===== src/sv/cbm_pkg.sv =====
package cbm_pkg;

  // Cartridge geometry.
  localparam int RAM_BANK_COUNT = 4;
  localparam int RAM_BANK_BYTES = 8192;
  localparam int ROM_BANK_BYTES = 16384;
  localparam int STORE_BYTES    = RAM_BANK_COUNT * RAM_BANK_BYTES;

  // Address widths derived from the geometry.
  localparam int RAM_OFS_W  = $clog2(RAM_BANK_BYTES);
  localparam int ROM_OFS_W  = $clog2(ROM_BANK_BYTES);
  localparam int RAM_AW     = $clog2(STORE_BYTES);
  localparam int RAM_FULL_W = RAM_OFS_W + 2;
  localparam int ROM_BANK_W = 7;
  localparam int ROM_ADDR_W = ROM_BANK_W + ROM_OFS_W;

  // Depth of the queue between decode and execution.
  localparam int QUEUE_DEPTH = 2;
  localparam int QUEUE_AW    = $clog2(QUEUE_DEPTH);
  localparam int QUEUE_CW    = $clog2(QUEUE_DEPTH + 1);

  // Access kinds.
  localparam logic KIND_READ  = 1'b0;
  localparam logic KIND_WRITE = 1'b1;

  // Bus regions, selected by the top three address bits.
  localparam logic [2:0] REGION_RAM_EN   = 3'b000;
  localparam logic [2:0] REGION_ROM_BANK = 3'b001;
  localparam logic [2:0] REGION_RAM_BANK = 3'b010;
  localparam logic [2:0] REGION_MODE     = 3'b011;

  localparam logic [15:0] ADDR_REGION_MASK = 16'hE000;
  localparam logic [15:0] ADDR_RAM_BASE    = 16'hA000;

  // Register field constants.
  localparam logic [3:0] RAM_EN_KEY    = 4'hA;
  localparam logic [4:0] ROM_BANK_ONE  = 5'd1;
  localparam logic [4:0] ROM_BANK_ZERO = 5'd0;

  // Result target codes.
  typedef enum logic [1:0] {
    TGT_NONE = 2'd0,
    TGT_ROM  = 2'd1,
    TGT_RAM  = 2'd2
  } target_t;

  // One decoded access, passed from decode to execution.
  typedef struct packed {
    target_t                 target;
    logic [ROM_ADDR_W-1:0]   rom_address;
    logic                    ram_rd;
    logic                    ram_we;
    logic [RAM_FULL_W-1:0]   ram_addr;
    logic [7:0]              ram_wdata;
  } cmd_t;

  // Reduce a RAM bank number to the banks actually fitted.
  function automatic logic [1:0] ram_bank_wrap(input logic [1:0] bank);
    logic [1:0] b;
    b = bank;
    for (int i = 0; i < 3; i++) begin
      if (32'(b) >= RAM_BANK_COUNT) begin
        b = b - 2'(RAM_BANK_COUNT);
      end
    end
    return b;
  endfunction

endpackage


===== src/sv/cbm_front.sv =====
module cbm_front (
  input  logic           clk,
  input  logic           rst_n,
  input  logic           cfg_we,
  input  logic           cfg_data,
  input  logic           in_valid,
  output logic           in_ready,
  input  logic           in_kind,
  input  logic [15:0]    in_address,
  input  logic [7:0]     in_write_data,
  output logic           cmd_valid,
  input  logic           cmd_ready,
  output cbm_pkg::cmd_t  cmd
);
  import cbm_pkg::*;

  logic [4:0] rom_bank_r, rom_bank_nxt;
  logic [1:0] ram_bank_r, ram_bank_nxt;
  logic       mode_r, mode_nxt;
  logic       ram_en_r, ram_en_nxt;
  logic       accept;
  logic       in_ram;
  logic [2:0] region;
  logic [ROM_BANK_W-1:0] upper_bank;
  logic [1:0] ram_sel;

  assign in_ready  = cmd_ready;
  assign cmd_valid = in_valid;
  assign accept    = in_valid && cmd_ready;

  assign region = in_address[15:13];
  assign in_ram = (in_address & ADDR_REGION_MASK) == ADDR_RAM_BASE;

  // Bank used for the switchable ROM window.
  assign upper_bank = mode_r ? {2'b00, rom_bank_r} : {ram_bank_r, rom_bank_r};

  // RAM bank: fixed at zero in mode 0.
  assign ram_sel = ram_bank_wrap(mode_r ? ram_bank_r : 2'b00);

  // Decode the access and work out the register updates it makes.
  always_comb begin
    rom_bank_nxt  = rom_bank_r;
    ram_bank_nxt  = ram_bank_r;
    mode_nxt      = mode_r;
    ram_en_nxt    = ram_en_r;
    cmd.target    = TGT_NONE;
    cmd.rom_address = '0;
    cmd.ram_rd    = 1'b0;
    cmd.ram_we    = 1'b0;
    cmd.ram_addr  = {ram_sel, in_address[RAM_OFS_W-1:0]};
    cmd.ram_wdata = in_write_data;
    if (in_kind == KIND_WRITE) begin
      case (region)
        REGION_RAM_EN: begin
          ram_en_nxt = in_write_data[3:0] == RAM_EN_KEY;
        end
        REGION_ROM_BANK: begin
          rom_bank_nxt = (in_write_data[4:0] == ROM_BANK_ZERO) ? ROM_BANK_ONE
                                                                : in_write_data[4:0];
        end
        REGION_RAM_BANK: begin
          ram_bank_nxt = in_write_data[1:0];
        end
        REGION_MODE: begin
          mode_nxt = in_write_data[0];
        end
        default: begin
          if (in_ram && ram_en_r) begin
            cmd.target = TGT_RAM;
            cmd.ram_we = 1'b1;
          end
        end
      endcase
    end else begin
      if (!in_address[15]) begin
        cmd.target = TGT_ROM;
        if (!in_address[14]) begin
          cmd.rom_address = ROM_ADDR_W'(in_address);
        end else begin
          cmd.rom_address = {upper_bank, in_address[ROM_OFS_W-1:0]};
        end
      end else if (in_ram && ram_en_r) begin
        cmd.target = TGT_RAM;
        cmd.ram_rd = 1'b1;
      end
    end
  end

  // Controller registers; a configuration write loads the banking mode directly.
  always_ff @(posedge clk) begin
    if (!rst_n) begin
      rom_bank_r <= ROM_BANK_ONE;
      ram_bank_r <= 2'b00;
      mode_r     <= 1'b0;
      ram_en_r   <= 1'b0;
    end else begin
      if (accept) begin
        rom_bank_r <= rom_bank_nxt;
        ram_bank_r <= ram_bank_nxt;
        ram_en_r   <= ram_en_nxt;
      end
      if (cfg_we) begin
        mode_r <= cfg_data;
      end else if (accept) begin
        mode_r <= mode_nxt;
      end
    end
  end

endmodule


===== config.mk =====
export PLATFORM = sky130hd
export DESIGN_NAME = cbm_front
export DESIGN_NICKNAME = d
export VERILOG_FILES = /design/src/sv/cbm_pkg.sv /design/src/sv/cbm_front.sv
export SDC_FILE = /design/constraint.sdc
export NUM_CORES = 1
export LEC_CHECK = 0
export BUFFER_PORTS_ARGS = -buffer_cell sky130_fd_sc_hd__buf_2
export CORE_MARGIN = 4
export CORE_UTILIZATION = 37
export DETAILED_ROUTE_END_ITERATION = 8
export PLACE_DENSITY = 0.91
export SYNTH_ARGS = -nofsm -noshare
export SYNTH_HDL_FRONTEND = slang
export SYNTH_SLANG_ARGS = --single-unit

===== constraint.sdc =====
create_clock -name clk -period 2.5 [get_ports clk]
set_input_delay 0.5 -clock clk [delete_from_list [all_inputs] [get_ports clk]]
set_output_delay 0.5 -clock clk [all_outputs]
set_load 0.02 [all_outputs]

# --- Yosys cells after proc, flatten, opt, wreduce, memory -nomap -nowiden ---
# Cells that the tools add are included.
word_totals:
  wordCells: 39
  inputBits: 31
  output_inout_bits: 50
  reg_bits: 9
op_classes:
  eq_ne: 5
  reduce_logical: 12
  mux: 18
op_table:
  columns: ["cell", "count"]
  rows:
  - ["$mux 21", 2]
  - ["$mux 22", 1]
  - ["$reduce_and 3->1", 4]
  - ["$mux 2", 5]
  - ["$mux 1", 8]
  - ["$mux 7", 1]
  - ["$eq 3x2->1 const B", 2]
  - ["$reduce_bool 2->1", 3]
  - ["$logic_not 5->1", 1]
  - ["$mux 5", 1]
  - ["$eq 4x4->1 const B", 1]
  - ["$reduce_or 4->1", 1]
  - ["$eq 3x1->1 const B", 1]
  - ["$eq 3x3->1 const B", 1]
  - ["$logic_not 3->1", 1]
  - ["$logic_and 1x1->1", 2]

# --- Longest topological paths before layout ---
logic_depth:
  depth_word: 5
  depth_mapped: 4
  depth_no_buf: 3

# --- Worst setup path before layout ---
# No wires, ideal clock.
synth_timing:
  path_kind: "input to output"
  start: "input in_address[13]"
  end: "output cmd[24] in the netlist's numbering"
  required_time_ps: 2000
  t_arrival_ps: 1389
  path_stages: 3
  n_path_buf: 0
  path_slack_ps: 611
  path_cell_list: "nor2b_1 and3_1 nor2b_1"
synth_rtl:
  columns: ["element", "line", "rtl"]
  rows:
  - ["start: declaration", "cbm_front.sv:9", "input logic [15:0] in_address,"]
  - ["end: declaration", "cbm_front.sv:13", "output cbm_pkg::cmd_t cmd"]

==> summary.md <==
| Metric | Value |
|---|---|
| Clock Tree Buf Depth | `2` |
| Maximum clock frequency | `472 MHz` |
| Sequential fraction of the synthesis area | `22.9%` |
| Worst-Skew Late Latency | `0.26 ns` |
| Initial antenna violation count | `0` |
| P_leak | `0.000582 uW` |
| TNS Setup | `0 ns` |
| Max Cap Viol | `0` |
| Most common library cells after synthesis | `buf_4, and2_1, dfxtp_1, nand2_1, and3_1` |
| Total core area | `1980 um^2` |
| Total wire length | `2120 um` |
| Die Width | `54.1 um` |
| VDD IR-drop max | `0.223 mV` |
| #FFs+latches synth | `9` |
| DRC viols | `0` |
| EDFF count, synth | `0` |
| Hold Path Origin | `rom_bank_r[1]$_SDFFE_PN0P_` |
| CTS sink cnt | `9` |
| Final Hold Viols | `0` |
| Antenna Nets Post-Route | `0` |
| Post-CTS Hold Fix Bufs | `0` |
| DR vias/cell | `4.67` |
| Design Area, Final | `1030 um^2` |
| Largest net degree at the start of global routing | `13` |
| Mapped Cells | `101` |
| Buffers on Ports | `74` |
| Slew headroom | `64.7%` |
| PD cells | `372 nW/um^2` |
| Yosys cell types | `26` |
| Met2 WL | `1060 um` |
| Met3 Routed Length | `269 um` |
| H-tree Lvls | `1` |
| Area share of fa/ha/maj cells after synthesis | `0%` |
| Max stage delay on crit path | `0.43 ns` |
| Synth warn | `0` |
| Crit path top cell by count | `buf_2` |
| Synth Net Count | `132` |
| Largest family of logic cells by synthesized area | `simple AND/OR/NAND/NOR gates` |
| Crit path required time | `2.00 ns` |
| Post-CTS Repair Setup Buffers | `0` |
| Area Overhead vs Synth | `30.7%` |
| Metal-1 WL | `782 um` |
| NumNets Final | `185` |
| GRT Residual Overflow | `0` |
| Count leader, synth | `buf_4` |
| Main synth FF type | `dfxtp_1` |
| CP endpoint kind | `output port` |
| Synth area leaders | `dfxtp_1, buf_4, and2_1` |
| Final Util | `51.8%` |
| Crit path DAT | `1.62 ns` |
| Post-synthesis compound-gate area fraction | `8.28%` |
| Vias | `840` |
| Top cell type's share of synthesized area | `22.9%` |
| Critical Path, Cell by Cell | `buf_2 > nor2_1 > buf_4 > and3_1 > buf_2` |
| Status | `complete, no violations` |
| Final Setup Violations | `0` |
| Worst hold path type | `reg2reg` |
| R2R depth | `3` |
| Crit path kind | `in2out` |
| Crit-path slowest cell | `nor2_1` |
| Die Area | `2930 um^2` |
| Synthesized area per cell | `7.78 um^2` |
| Post-synth top area cell | `dfxtp_1` |
| Num rows | `16` |
| Highest net fanout along the worst path | `11` |
| Layout cells sized above 1 | `52.3%` |
| CTS-repair resized insts | `0` |
| Critical Path Start Type | `input port` |
| FF-to-FF Start | `mode_r$_SDFFE_PN0P_` |
| Final Max Tran Viols | `0` |
| Synth Area in Simple Gates | `37.7%` |
| Root Buffer | `clkbuf_4` |
| CTS clock-pin slew for the worst setup and hold paths | `0.06 ns` |
| Ports | `81` |
| Worst-Margin Slew | `0.527 ns` |
| Gr usage total | `13.8%` |
| Initial DRC Count | `14` |
| Hold path cells | `2` |
| Final min period | `2.12 ns` |
| Antenna Diode Count | `0` |
| DP Area | `1000 um^2` |
| CP delay by family, top | `simple AND/OR/NAND/NOR gates` |
| Worst path bufs/invs | `3` |
| Wire length per cell | `11.8 um` |
| Fin crit share | `84.7%` |
| Die Ht | `54.1 um` |
| Dpl hpwl | `1760 um` |
| First-pass GRT wire length | `2930 um` |
| Synth Area in XOR/XNOR | `0%` |
| Synthesized cell area | `786 um^2` |
| Skew final | `0 ns` |
| Top sig layer | `met4` |
| First-pass DRT Iterations | `4` |
| Critical Path Source | `in_kind` |
| RD Place Congestion | `0.809` |
| RSZ-0062 raised after global routing | `no` |
| Vias in the first global route | `703` |
| Starting Density | `39.6%` |
| Mux cell area share after synthesis | `5.10%` |
| Num CTS Buffers | `3` |
| Crit path depth | `5` |
| Post-synth ARST share | `0%` |
| CTS tree | `yes` |
## state kept, by name, summed over array words and instances, names as in the netlist
name,cells
ram_bank_r,2
ram_en_r,1
mode_r,1
rom_bank_r,5
## report_power, final
part | internal, uW | switching [uW] | leakage [uW]
clock | 61.5 | 52.2 | 0.0000150
combinational | 45.7 | 76.1 | 0.000495
sequential | 145 | 1.56 | 0.0000728
total | 253 | 130 | 0.000582
## worst paths after layout
| path | slack [ns] | to |
|---|---|---|
| setup / recovery | 0.38 | cmd[41] |
| hold / removal | 0.46 | rom_bank_r[1]$_SDFFE_PN0P_ |
| setup reg to reg | 1.42 | mode_r$_SDFFE_PN0P_ |
| hold reg to reg | 0.46 | rom_bank_r[1]$_SDFFE_PN0P_ |
## cells by family after synthesis
logic type / count (synthesis)
and+or+nand+nor: 49
muxes: 4
AOI/OAI and AO/OA: 10
DFF: 9
buffers and inverters: 29
## metrics by stage
| stage | std cells | hold WS, ns | setup WS [ns] | power, uW |
|---|---|---|---|---|
| after global placement | 176 | 0.446 | 0.387 | 271 |
| after CTS | 180 | 0.470 | 0.351 | 385 |
| after global routing | 180 | 0.490 | 0.264 | 406 |
| final | 180 | 0.463 | 0.381 | 382 |
| after detailed placement | 176 | 0.462 | 0.352 | 273 |
| after floorplan | 101 | 0.430 | 0.611 | 245 |
## area by class of cell
class                           count  area, um^2
Clock buffer                        4        26.3
Fill cell                         201         955
Inverter                            2        7.51
Multi-Input combinational cell     63         402
Sequential cell                     9         180
Tap cell                           27        33.8
Timing Repair Buffer               75         378
## cell usage in the layout (no fill, tap or decap), drive strengths merged
cell type / Yosys / routed
mux2i: 4 / 4
o311ai: 1 / 1
inv: 2 / 2
and4b: 1 / 1
and3: 6 / 6
nand2: 9 / 9
dfxtp: 9 / 9
nor4: 3 / 3
nor2: 3 / 3
nand4b: 1 / 1
or4b: 1 / 1
nor3b: 3 / 3
clkbuf: 3 / 4
o21ai: 3 / 3
nand3: 2 / 2
buf: 24 / 75
a221o: 1 / 1
and2: 17 / 17
a21oi: 3 / 3
o41ai: 1 / 1
nor2b: 2 / 2
a211oi: 1 / 1
nand2b: 1 / 1
## worst reg2reg max path: cells and delay by family (launching register included)
kind	cells	cell delay [ns]
AOI/OAI and AO/OA	2	0.53
DFF	1	0.38
and+or+nand+nor	1	0.08
## routing by layer
| metal | up-vias | GRT usage, % |
|---|---|---|
| met3 | 2 | 6.09 |
| met1 | 365 | 14.8 |
| li1 | 430 | - |
| met4 | 0 | 2.90 |
| met2 | 43 | 24.8 |
| met5 | - | 0 |
Power figures use the tool's default switching activity.
