==> src/sv/cbm_pkg.sv <==
package cbm_pkg;

  // Cartridge geometry.
  localparam int RAM_BANK_COUNT = 4;
  localparam int RAM_BANK_BYTES = 8192;
  localparam int ROM_BANK_BYTES = 16384;
  localparam int STORE_BYTES    = RAM_BANK_COUNT * RAM_BANK_BYTES;

  // Address widths derived from the geometry.
  localparam int RAM_OFS_W  = $clog2(RAM_BANK_BYTES);
  localparam int ROM_OFS_W  = $clog2(ROM_BANK_BYTES);
  localparam int RAM_AW     = $clog2(STORE_BYTES);
  localparam int RAM_FULL_W = RAM_OFS_W + 2;
  localparam int ROM_BANK_W = 7;
  localparam int ROM_ADDR_W = ROM_BANK_W + ROM_OFS_W;

  // Depth of the queue between decode and execution.
  localparam int QUEUE_DEPTH = 2;
  localparam int QUEUE_AW    = $clog2(QUEUE_DEPTH);
  localparam int QUEUE_CW    = $clog2(QUEUE_DEPTH + 1);

  // Access kinds.
  localparam logic KIND_READ  = 1'b0;
  localparam logic KIND_WRITE = 1'b1;

  // Bus regions, selected by the top three address bits.
  localparam logic [2:0] REGION_RAM_EN   = 3'b000;
  localparam logic [2:0] REGION_ROM_BANK = 3'b001;
  localparam logic [2:0] REGION_RAM_BANK = 3'b010;
  localparam logic [2:0] REGION_MODE     = 3'b011;

  localparam logic [15:0] ADDR_REGION_MASK = 16'hE000;
  localparam logic [15:0] ADDR_RAM_BASE    = 16'hA000;

  // Register field constants.
  localparam logic [3:0] RAM_EN_KEY    = 4'hA;
  localparam logic [4:0] ROM_BANK_ONE  = 5'd1;
  localparam logic [4:0] ROM_BANK_ZERO = 5'd0;

  // Result target codes.
  typedef enum logic [1:0] {
    TGT_NONE = 2'd0,
    TGT_ROM  = 2'd1,
    TGT_RAM  = 2'd2
  } target_t;

  // One decoded access, passed from decode to execution.
  typedef struct packed {
    target_t                 target;
    logic [ROM_ADDR_W-1:0]   rom_address;
    logic                    ram_rd;
    logic                    ram_we;
    logic [RAM_FULL_W-1:0]   ram_addr;
    logic [7:0]              ram_wdata;
  } cmd_t;

  // Reduce a RAM bank number to the banks actually fitted.
  function automatic logic [1:0] ram_bank_wrap(input logic [1:0] bank);
    logic [1:0] b;
    b = bank;
    for (int i = 0; i < 3; i++) begin
      if (32'(b) >= RAM_BANK_COUNT) begin
        b = b - 2'(RAM_BANK_COUNT);
      end
    end
    return b;
  endfunction

endpackage

==> src/sv/cbm_queue.sv <==
module cbm_queue (
  input  logic           clk,
  input  logic           rst_n,
  input  logic           push_valid,
  output logic           push_ready,
  input  cbm_pkg::cmd_t  push_cmd,
  output logic           pop_valid,
  input  logic           pop_ready,
  output cbm_pkg::cmd_t  pop_cmd
);
  import cbm_pkg::*;

  cmd_t                slot_r [QUEUE_DEPTH];
  logic [QUEUE_AW-1:0] wr_ptr_r, rd_ptr_r;
  logic [QUEUE_CW-1:0] count_r, count_nxt;
  logic                push, pop;

  assign push_ready = count_r != QUEUE_CW'(QUEUE_DEPTH);
  assign pop_valid  = count_r != '0;
  assign push       = push_valid && push_ready;
  assign pop        = pop_valid && pop_ready;
  assign pop_cmd    = slot_r[rd_ptr_r];

  // Occupancy follows pushes and pops.
  always_comb begin
    count_nxt = count_r;
    if (push && !pop) begin
      count_nxt = count_r + 1'b1;
    end else if (pop && !push) begin
      count_nxt = count_r - 1'b1;
    end
  end

  // Pointers and occupancy.
  always_ff @(posedge clk) begin
    if (!rst_n) begin
      wr_ptr_r <= '0;
      rd_ptr_r <= '0;
      count_r  <= '0;
    end else begin
      count_r <= count_nxt;
      if (push) begin
        wr_ptr_r <= (32'(wr_ptr_r) == QUEUE_DEPTH - 1) ? '0 : wr_ptr_r + 1'b1;
      end
      if (pop) begin
        rd_ptr_r <= (32'(rd_ptr_r) == QUEUE_DEPTH - 1) ? '0 : rd_ptr_r + 1'b1;
      end
    end
  end

  // Entry storage.
  always_ff @(posedge clk) begin
    if (push) begin
      slot_r[wr_ptr_r] <= push_cmd;
    end
  end

endmodule

==> config.mk <==
export PLATFORM = sky130hd
export DESIGN_NAME = cbm_queue
export DESIGN_NICKNAME = d
export VERILOG_FILES = /design/src/sv/cbm_pkg.sv /design/src/sv/cbm_queue.sv
export SDC_FILE = /design/constraint.sdc
export NUM_CORES = 1
export LEC_CHECK = 0
export ABC_AREA = 1
export BUFFER_PORTS_ARGS = -buffer_cell sky130_fd_sc_hd__buf_2
export CORE_MARGIN = 3
export CORE_UTILIZATION = 50
export CTS_BUF_LIST = sky130_fd_sc_hd__clkbuf_8
export CTS_CLUSTER_DIAMETER = 40
export CTS_CLUSTER_SIZE = 12
export DETAILED_ROUTE_END_ITERATION = 7
export GPL_ROUTABILITY_DRIVEN = 1
export GPL_TIMING_DRIVEN = 0
export HOLD_SLACK_MARGIN = 0.1
export PLACE_DENSITY = 0.74
export SYNTH_ARGS = -nofsm -noshare
export SYNTH_HDL_FRONTEND = slang
export SYNTH_SLANG_ARGS = --single-unit
==> constraint.sdc <==
create_clock -name clk -period 9.4 [get_ports clk]
set_input_delay 1.41 -clock clk [delete_from_list [all_inputs] [get_ports clk]]
set_output_delay 1.41 -clock clk [all_outputs]
set_load 0.02 [all_outputs]
=== After elaboration in Yosys (flattened, before gate mapping) ===
Memories as Yosys holds them, arrays and structs flattened. A register that Yosys moved wholly into a read port is not among the register bits.
Index checks and enable logic that the tools add are counted.
Widths: inputs -> output; s select.

* Memories kept: 1
* Input port bits: 52
* RAM bits: 96
* Word-level logic and storage cells: 25
* Register bits: 4
* Output and inout bits: 50

* Reduce and logical (&&, ||, !) cells: 8
* Mux-type cells: 8
* Add/subtract/negate cells: 4
* Eq/ne operators: 1

{| class="wikitable"
|+ Memories
! memory !! depth !! width !! read ports !! clocked after Yosys merged registers in !! write ports !! line !! text
|-
| slot_r || 2 || 48 || 1 || 1 || 1 || cbm_queue.sv:13 || <nowiki>cmd_t slot_r [QUEUE_DEPTH];</nowiki>
|}

{| class="wikitable"
|+ Operator list
! kind !! count
|-
| $mux 1 || 6
|-
| $logic_and 1x1->1 || 4
|-
| $mux 2 || 2
|-
| $reduce_bool 2->1 || 2
|-
| $add 1x1->1 const B || 2
|-
| $add 2x1->2 const B || 1
|-
| $logic_not 1->1 || 2
|-
| $ne 2x2->1 const B || 1
|-
| $sub 2x1->2 const B || 1
|}

=== Longest topological paths before layout ===
Gate-level depths: netlist of the first run.

* Depth after elaboration: 6
* Mapped depth: 11

=== Worst setup path before layout of the first run ===
OpenSTA, ideal clock, no wires.

* Kind: input -> register
* Start point: input push_valid
* End point: memory slot_r[0][0] (netlist name) (enable)
* Buffers on the path: 0
* Path slack: 5.423 ns
* Library setup time: 0.454 ns
* Stages on the path: 2
* Arrival time: 3.524 ns
* Path through: nand2_1 -> nor2_1

* Word-level cells in the longest chain between the ends: 3

{| class="wikitable"
|+ RTL lines
! element !! line !! text
|-
| start, declared || cbm_queue.sv:4 || <nowiki>input logic push_valid,</nowiki>
|-
| $logic_and 1x1->1 || cbm_queue.sv:20 || <nowiki>assign push = push_valid && push_ready;</nowiki>
|-
| $mux 1 || cbm_queue.sv:53 || <nowiki>if (push) begin</nowiki>
|-
| $mux 1 (implied by the code) || cbm_queue.sv:54 || <nowiki>slot_r[wr_ptr_r] <= push_cmd;</nowiki>
|-
| end, declared || cbm_queue.sv:13 ||
|}

Every way passes these cells.

==> reports/summary.txt, run 1 <==
Status = completed
Leak = 1.83 nW
Final number of max-transition violations = 0
Startpoint type of the worst setup path = flip-flop
Mapped Avg Cell Area = 20.3 sq um
Number of failing setup endpoints in the final timing report = 0
Half-perimeter wire length of the detailed placement result = 4.29 mm
Remaining max-slew budget at the tightest pin = 0.555
Final hold vios = 0
Number of violations of the max-capacitance limit = 0
Total number of vias = 1936
Power density of the placed cells = 265 mW/mm^2
DIE AREA = 0.00864 sq mm
Worst setup margin = 6440 ps
Maximum cell stage delay along the critical path = 370 ps
Num Clock Sinks = 101
Tot Pwr = 1.24 mW
Number of rows in the core area = 31
Clock buffers created by TritonCTS = 9
Worst setup path category = reg -> out
Fraction of power spent switching nets = 0.284
Final GP Congestion = 0.702
Wire per inst = 14.9 um
Clock tree root buffer cell = clkbuf_8
Unrepaired setup endpoints after global routing = false
Share of the synthesized area in the top cell type = 0.762
Post-route antenna net violation count = 0
Portion of total power attributed to combinational logic = 0.287
Clock Latency Late Sink = 340 ps
Final clock period utilization by the worst path = 0.315
Required arrival time at the worst endpoint = 7990 ps
Core Box Area = 0.00729 sq mm
Met3 wire length = 455 um
Total routing usage reported by global routing = 0.144
Sum of negative setup slack = 0 ps
Hold bufs inserted after CTS = 0
Global-route wire length before repair = 9.39 mm
Number of storage elements in the synthesis netlist = 101
Library cells used by synthesis = 15
Dominant cell type by area after synthesis = edfxtp_1
Highest-delay cell along the critical path = dfxtp_1
Synth top area cells = edfxtp_1 (76%), mux2_2 (8.3%), mux2_4 (7.9%), dfxtp_1 (2.6%), nand2_1 (0.89%)
Worst-path cell chain = buf_6, buf_6, mux2_4, buf_2
Area after DPL = 0.00447 sq mm
Class of the worst hold path = reg -> reg
Number of antenna repair diodes = 0
Critical path data arrival time = 1550 ps
Total overflow reported by the global router = 0
Total wire length = 6.00 mm
Initial drt markers = 57
Starting density of the core = 0.519
CTS tree = yes
DRC violation count after routing = 0
Number of filler instances in the final layout = 573
Buffers added on ports = 101
Pin count of the biggest net entering global routing = 33
Final design area excluding fillers = 0.00469 sq mm
DRT met1 WL = 2.39 mm
Worst-Margin Slew = 666 ps
Endpoint kind of the worst setup timing path = primary output
Clk pin slew, worst setup/hold paths = 80 ps
H-tree levels = 3
Period minus WS final = 2960 ps
Area taken by flip-flops and latches = 0.00298 sq mm
Net count of the finished layout = 353
Net count after synthesis = 239
Synth Cell Area = 0.00378 sq mm
Pint = 0.891 mW
Leading cell types in the layout, fill and taps excluded = buf_2 (103), edfxtp_1 (96), mux2_2 (28)
DIE HEIGHT = 93.0 um
I/O pins = 102
Worst Clk Skew = 5.18 ps
Most used cell along the critical path = buf_6
Clock share of power = 0.242
Max Fclk = 0.338 GHz
Sequential fraction of the synthesis area = 0.789
Sequential fraction of design power = 0.471
Cells resized by post-CTS repair = 0
Synthesized netlist cell count = 186
Power dissipated by switching net loads = 0.353 mW
Routed wire length on met2 = 3.07 mm
Chip width = 93.0 um
Layout Area Growth over Synthesis = 24.1%
Initial antenna violation count = 0
Pre-CTS WS = 6560 ps
Largest vdd supply drop = 0.000153 V
DR vias/cell = 4.80
Number of post-CTS setup repair buffers = 0
CP Max Fanout = 10
Commonest non-fill, non-tap cell in the layout = buf_2
DRT Pass-1 Iters = 4
Utilization after layout = 0.644
Layout cell share with drive strength beyond 1 = 0.563
Vias in the first global route = 1981
Area taken by multi-input logic gates = 741 sq um
Syn. warnings = 0
Uppermost signal routing layer after detailed routing = met4
Number of buffers on the longest clock path = 2
==> cell families after synthesis <==
kind of cell             Yosys count  synth area share
flip-flops                       101             0.789
adder cells (fa/ha/maj)            1           0.00331
buffers and inverters             13            0.0195
AND/OR/NAND/NOR                   19            0.0198
multiplexers                      48             0.163
AO/OA/AOI/OAI                      4           0.00595
==> state kept, by name, summed over array words and instances, names as in the netlist, named ones only <==
register  count
slot_r       96
wr_ptr_r      1
count_r       2
rd_ptr_r      1
==> cell usage after synthesis (all sizes together) <==
cell type	number
mux2	48
nand3	1
ha	1
dfxtp	5
o21ai	2
nor2	8
edfxtp	96
buf	5
inv	8
a21oi	1
o21a	1
nand2	9
nand4	1
==> final cells by class <==
cell class / count / area share
clock inverters: 6 / 0.0219
plain buffers: 5 / 0.00933
well taps: 99 / 0.0264
multi-input cells: 72 / 0.158
repair buffers: 103 / 0.116
inverters: 8 / 0.00640
flip-flops and latches: 101 / 0.636
clock buffers: 9 / 0.0264
==> stage by stage <==
| step | std cells | hold WS [ps] |
|---|---|---|
| detailed placement | 388 | 504 |
| CTS | 403 | 525 |
| floorplan | 186 | 467 |
| finish | 403 | 521 |
| global route | 403 | 547 |
| global placement | 386 | 480 |
==> routing by layer <==
metal | GRT usage | vias to the layer above
met5 | 0 | -
met4 | 0.0659 | 0
met3 | 0.0507 | 7
met2 | 0.239 | 71
met1 | 0.170 | 924
li1 | - | 934
==> critical path: cells and delay by family, from the launching register on <==
family                 cells  cell delay (ps)
flip-flops                 1              370
multiplexers               1              320
buffers and inverters      3              520
==> power groups by stage <==
stage,sequential (mW),combinational (mW),clock (mW)
final,0.586,0.357,0.301
after global routing,0.592,0.384,0.330
after CTS,0.587,0.363,0.313
after detailed placement,0.597,0.362,0
after global placement,0.600,0.347,0
after floorplan,0.595,0.252,0
==> final timing paths <==
path / start / end / slack, ps / cells past startpoint
worst max register to register: count_r[0] / slot_r[1][13] / 7550 / 5
worst max-delay path: flip-flop / pop_cmd[9] / 6440 / 4
worst min-delay path: rd_ptr_r / flip-flop / 520 / 2
worst min register to register: rd_ptr_r / flip-flop / 520 / 2
Power figures use the tool's default switching activity.
==> run 2, diff against run 1 <==
Settings changed: CORE_UTILIZATION 50 to 49, PLACE_DENSITY 0.74 to 0.75.
Clock period 9.4 ns to 2.48 ns, I/O delays scaled along.
==> reports/summary.txt, run 2 (synthesized netlist as in run 1, its figures left out) <==
Layout Area Growth over Synthesis = 22.8%
Clock tree root buffer cell = clkbuf_8
Required arrival time at the worst endpoint = 2110 ps (-5880 ps)
DIE AREA = 0.00881 sq mm (+1.9%)
Class of the worst hold path = in -> reg
Met3 wire length = 519 um (+14%)
Clock buffers created by TritonCTS = 9 (unchanged)
Vias in the first global route = 2006 (+1.3%)
CP Max Fanout = 10 (unchanged)
Power density of the placed cells = 966 mW/mm^2 (+260%)
Number of antenna repair diodes = 0 (unchanged)
Number of rows in the core area = 31 (unchanged)
Commonest non-fill, non-tap cell in the layout = buf_2
Half-perimeter wire length of the detailed placement result = 4.23 mm (-1.4%)
Pin count of the biggest net entering global routing = 31 (-6.1%)
Leak = 1.80 nW (-1.5%)
Number of filler instances in the final layout = 583 (+1.7%)
Chip width = 93.9 um (+0.95%)
Routed wire length on met2 = 3.06 mm (-0.26%)
Cells resized by post-CTS repair = 0 (unchanged)
Uppermost signal routing layer after detailed routing = met4
Worst Clk Skew = 9.38 ps (+4.20 ps)
CTS tree = yes
Area taken by multi-input logic gates = 741 sq um (unchanged)
Area after DPL = 0.00447 sq mm (unchanged)
Final hold vios = 0 (unchanged)
Global-route wire length before repair = 9.30 mm (-0.95%)
Unrepaired setup endpoints after global routing = false
Final clock period utilization by the worst path = 0.782
DIE HEIGHT = 93.9 um (+0.95%)
Leading cell types in the layout, fill and taps excluded = buf_2 (103), edfxtp_1 (96), mux2_2 (28)
Max Fclk = 0.516 GHz
Sum of negative setup slack = 0 ps (unchanged)
Number of buffers on the longest clock path = 2 (unchanged)
Final design area excluding fillers = 0.00465 sq mm (-1.0%)
DRT Pass-1 Iters = 4 (unchanged)
Area taken by flip-flops and latches = 0.00298 sq mm (unchanged)
Net count of the finished layout = 353 (unchanged)
Core Box Area = 0.00737 sq mm (+1.1%)
Register bank with the most flops = slot_r
Final number of max-transition violations = 0 (unchanged)
Largest vdd supply drop = 0.000625 V (+310%)
Hold bufs inserted after CTS = 0 (unchanged)
Final GP Congestion = 0.645 (-8.2%)
Starting density of the core = 0.513 (-0.00546)
Critical path data arrival time = 1570 ps (+20 ps)
Layout cell share with drive strength beyond 1 = 0.570 (+0.00799)
Total overflow reported by the global router = 0 (unchanged)
Wire per inst = 14.5 um (-2.3%)
Initial antenna violation count = 0 (unchanged)
Startpoint type of the worst setup path = flip-flop
Total number of vias = 1951 (+0.77%)
H-tree levels = 3 (unchanged)
Initial drt markers = 43 (-25%)
Number of violations of the max-capacitance limit = 0 (unchanged)
Worst-Margin Slew = 590 ps (-75.8 ps)
Worst-case hold slack = 200 ps (-321 ps)
Worst setup path category = reg -> out
I/O pins = 102 (unchanged)
Clock Latency Late Sink = 350 ps (about the same)
DR vias/cell = 4.83 (+0.53%)
Clk pin slew, worst setup/hold paths = 100 ps (+20 ps)
Total routing usage reported by global routing = 0.141 (-0.00309)
Number of post-CTS setup repair buffers = 0 (unchanged)
Number of failing setup endpoints in the final timing report = 0 (unchanged)
DRC violation count after routing = 0 (unchanged)
Total wire length = 5.87 mm (-2.1%)
Post-route antenna net violation count = 0 (unchanged)
Period minus WS final = 1940 ps
Num Clock Sinks = 101 (unchanged)
Top Registers = slot_r: 96 flops, count_r: 2 flops
Remaining max-slew budget at the tightest pin = 0.605 (+0.0506)
Max FFs per register = 96 (unchanged)
DRT met1 WL = 2.24 mm (-6.5%)
Buffers added on ports = 101 (unchanged)
Endpoint kind of the worst setup timing path = primary output
Status = completed
## run 2: path summary, 6_finish.rpt
path	cells after the start	endpoint	startpoint	slack (ps)
max	4	pop_cmd[17]	flip-flop	540
min	1	slot_r[0][39]	push_cmd[39]	200
max reg2reg	5	slot_r[1][8]	count_r[0]	680
min reg2reg	2	flip-flop	rd_ptr_r	510
## run 2: per-layer routing
metal / track usage / up-vias
met5: 0 / -
met4: 0.0481 / 0
met3: 0.0625 / 6
met2: 0.237 / 70
met1: 0.162 / 939
li1: - / 936
## run 2: power by group
group | internal, mW | switching [mW] | total (mW)
Sequential | 2.15 | 0.0685 | 2.22
Clock | 0.375 | 0.545 | 0.920
Combinational | 0.570 | 0.775 | 1.35
## run 2: worst max-delay path: stages, from the launching register on
cell and delay (ps):
dfxtp_1 380, buf_6 170, buf_6 190, mux2_4 320, buf_2 160
## run 2: per-stage QoR
stage               power (mW)   util  setup slack (ps)  std cells
floorplan                 3.21      -              -716        186
global placement          3.59  0.599             -1640        386
detailed placement        3.64  0.606               653        388
CTS                       4.55  0.630               499        404
global route              4.71  0.630               456        404
finish                    4.49  0.630               542        404
## run 2: layout make-up
type | instances | area share
well taps | 99 | 0.0267
repair buffers | 103 | 0.117
flip-flops and latches | 101 | 0.642
plain buffers | 5 | 0.00943
clock inverters | 7 | 0.0119
inverters | 8 | 0.00646
clock buffers | 9 | 0.0267
multi-input cells | 72 | 0.159
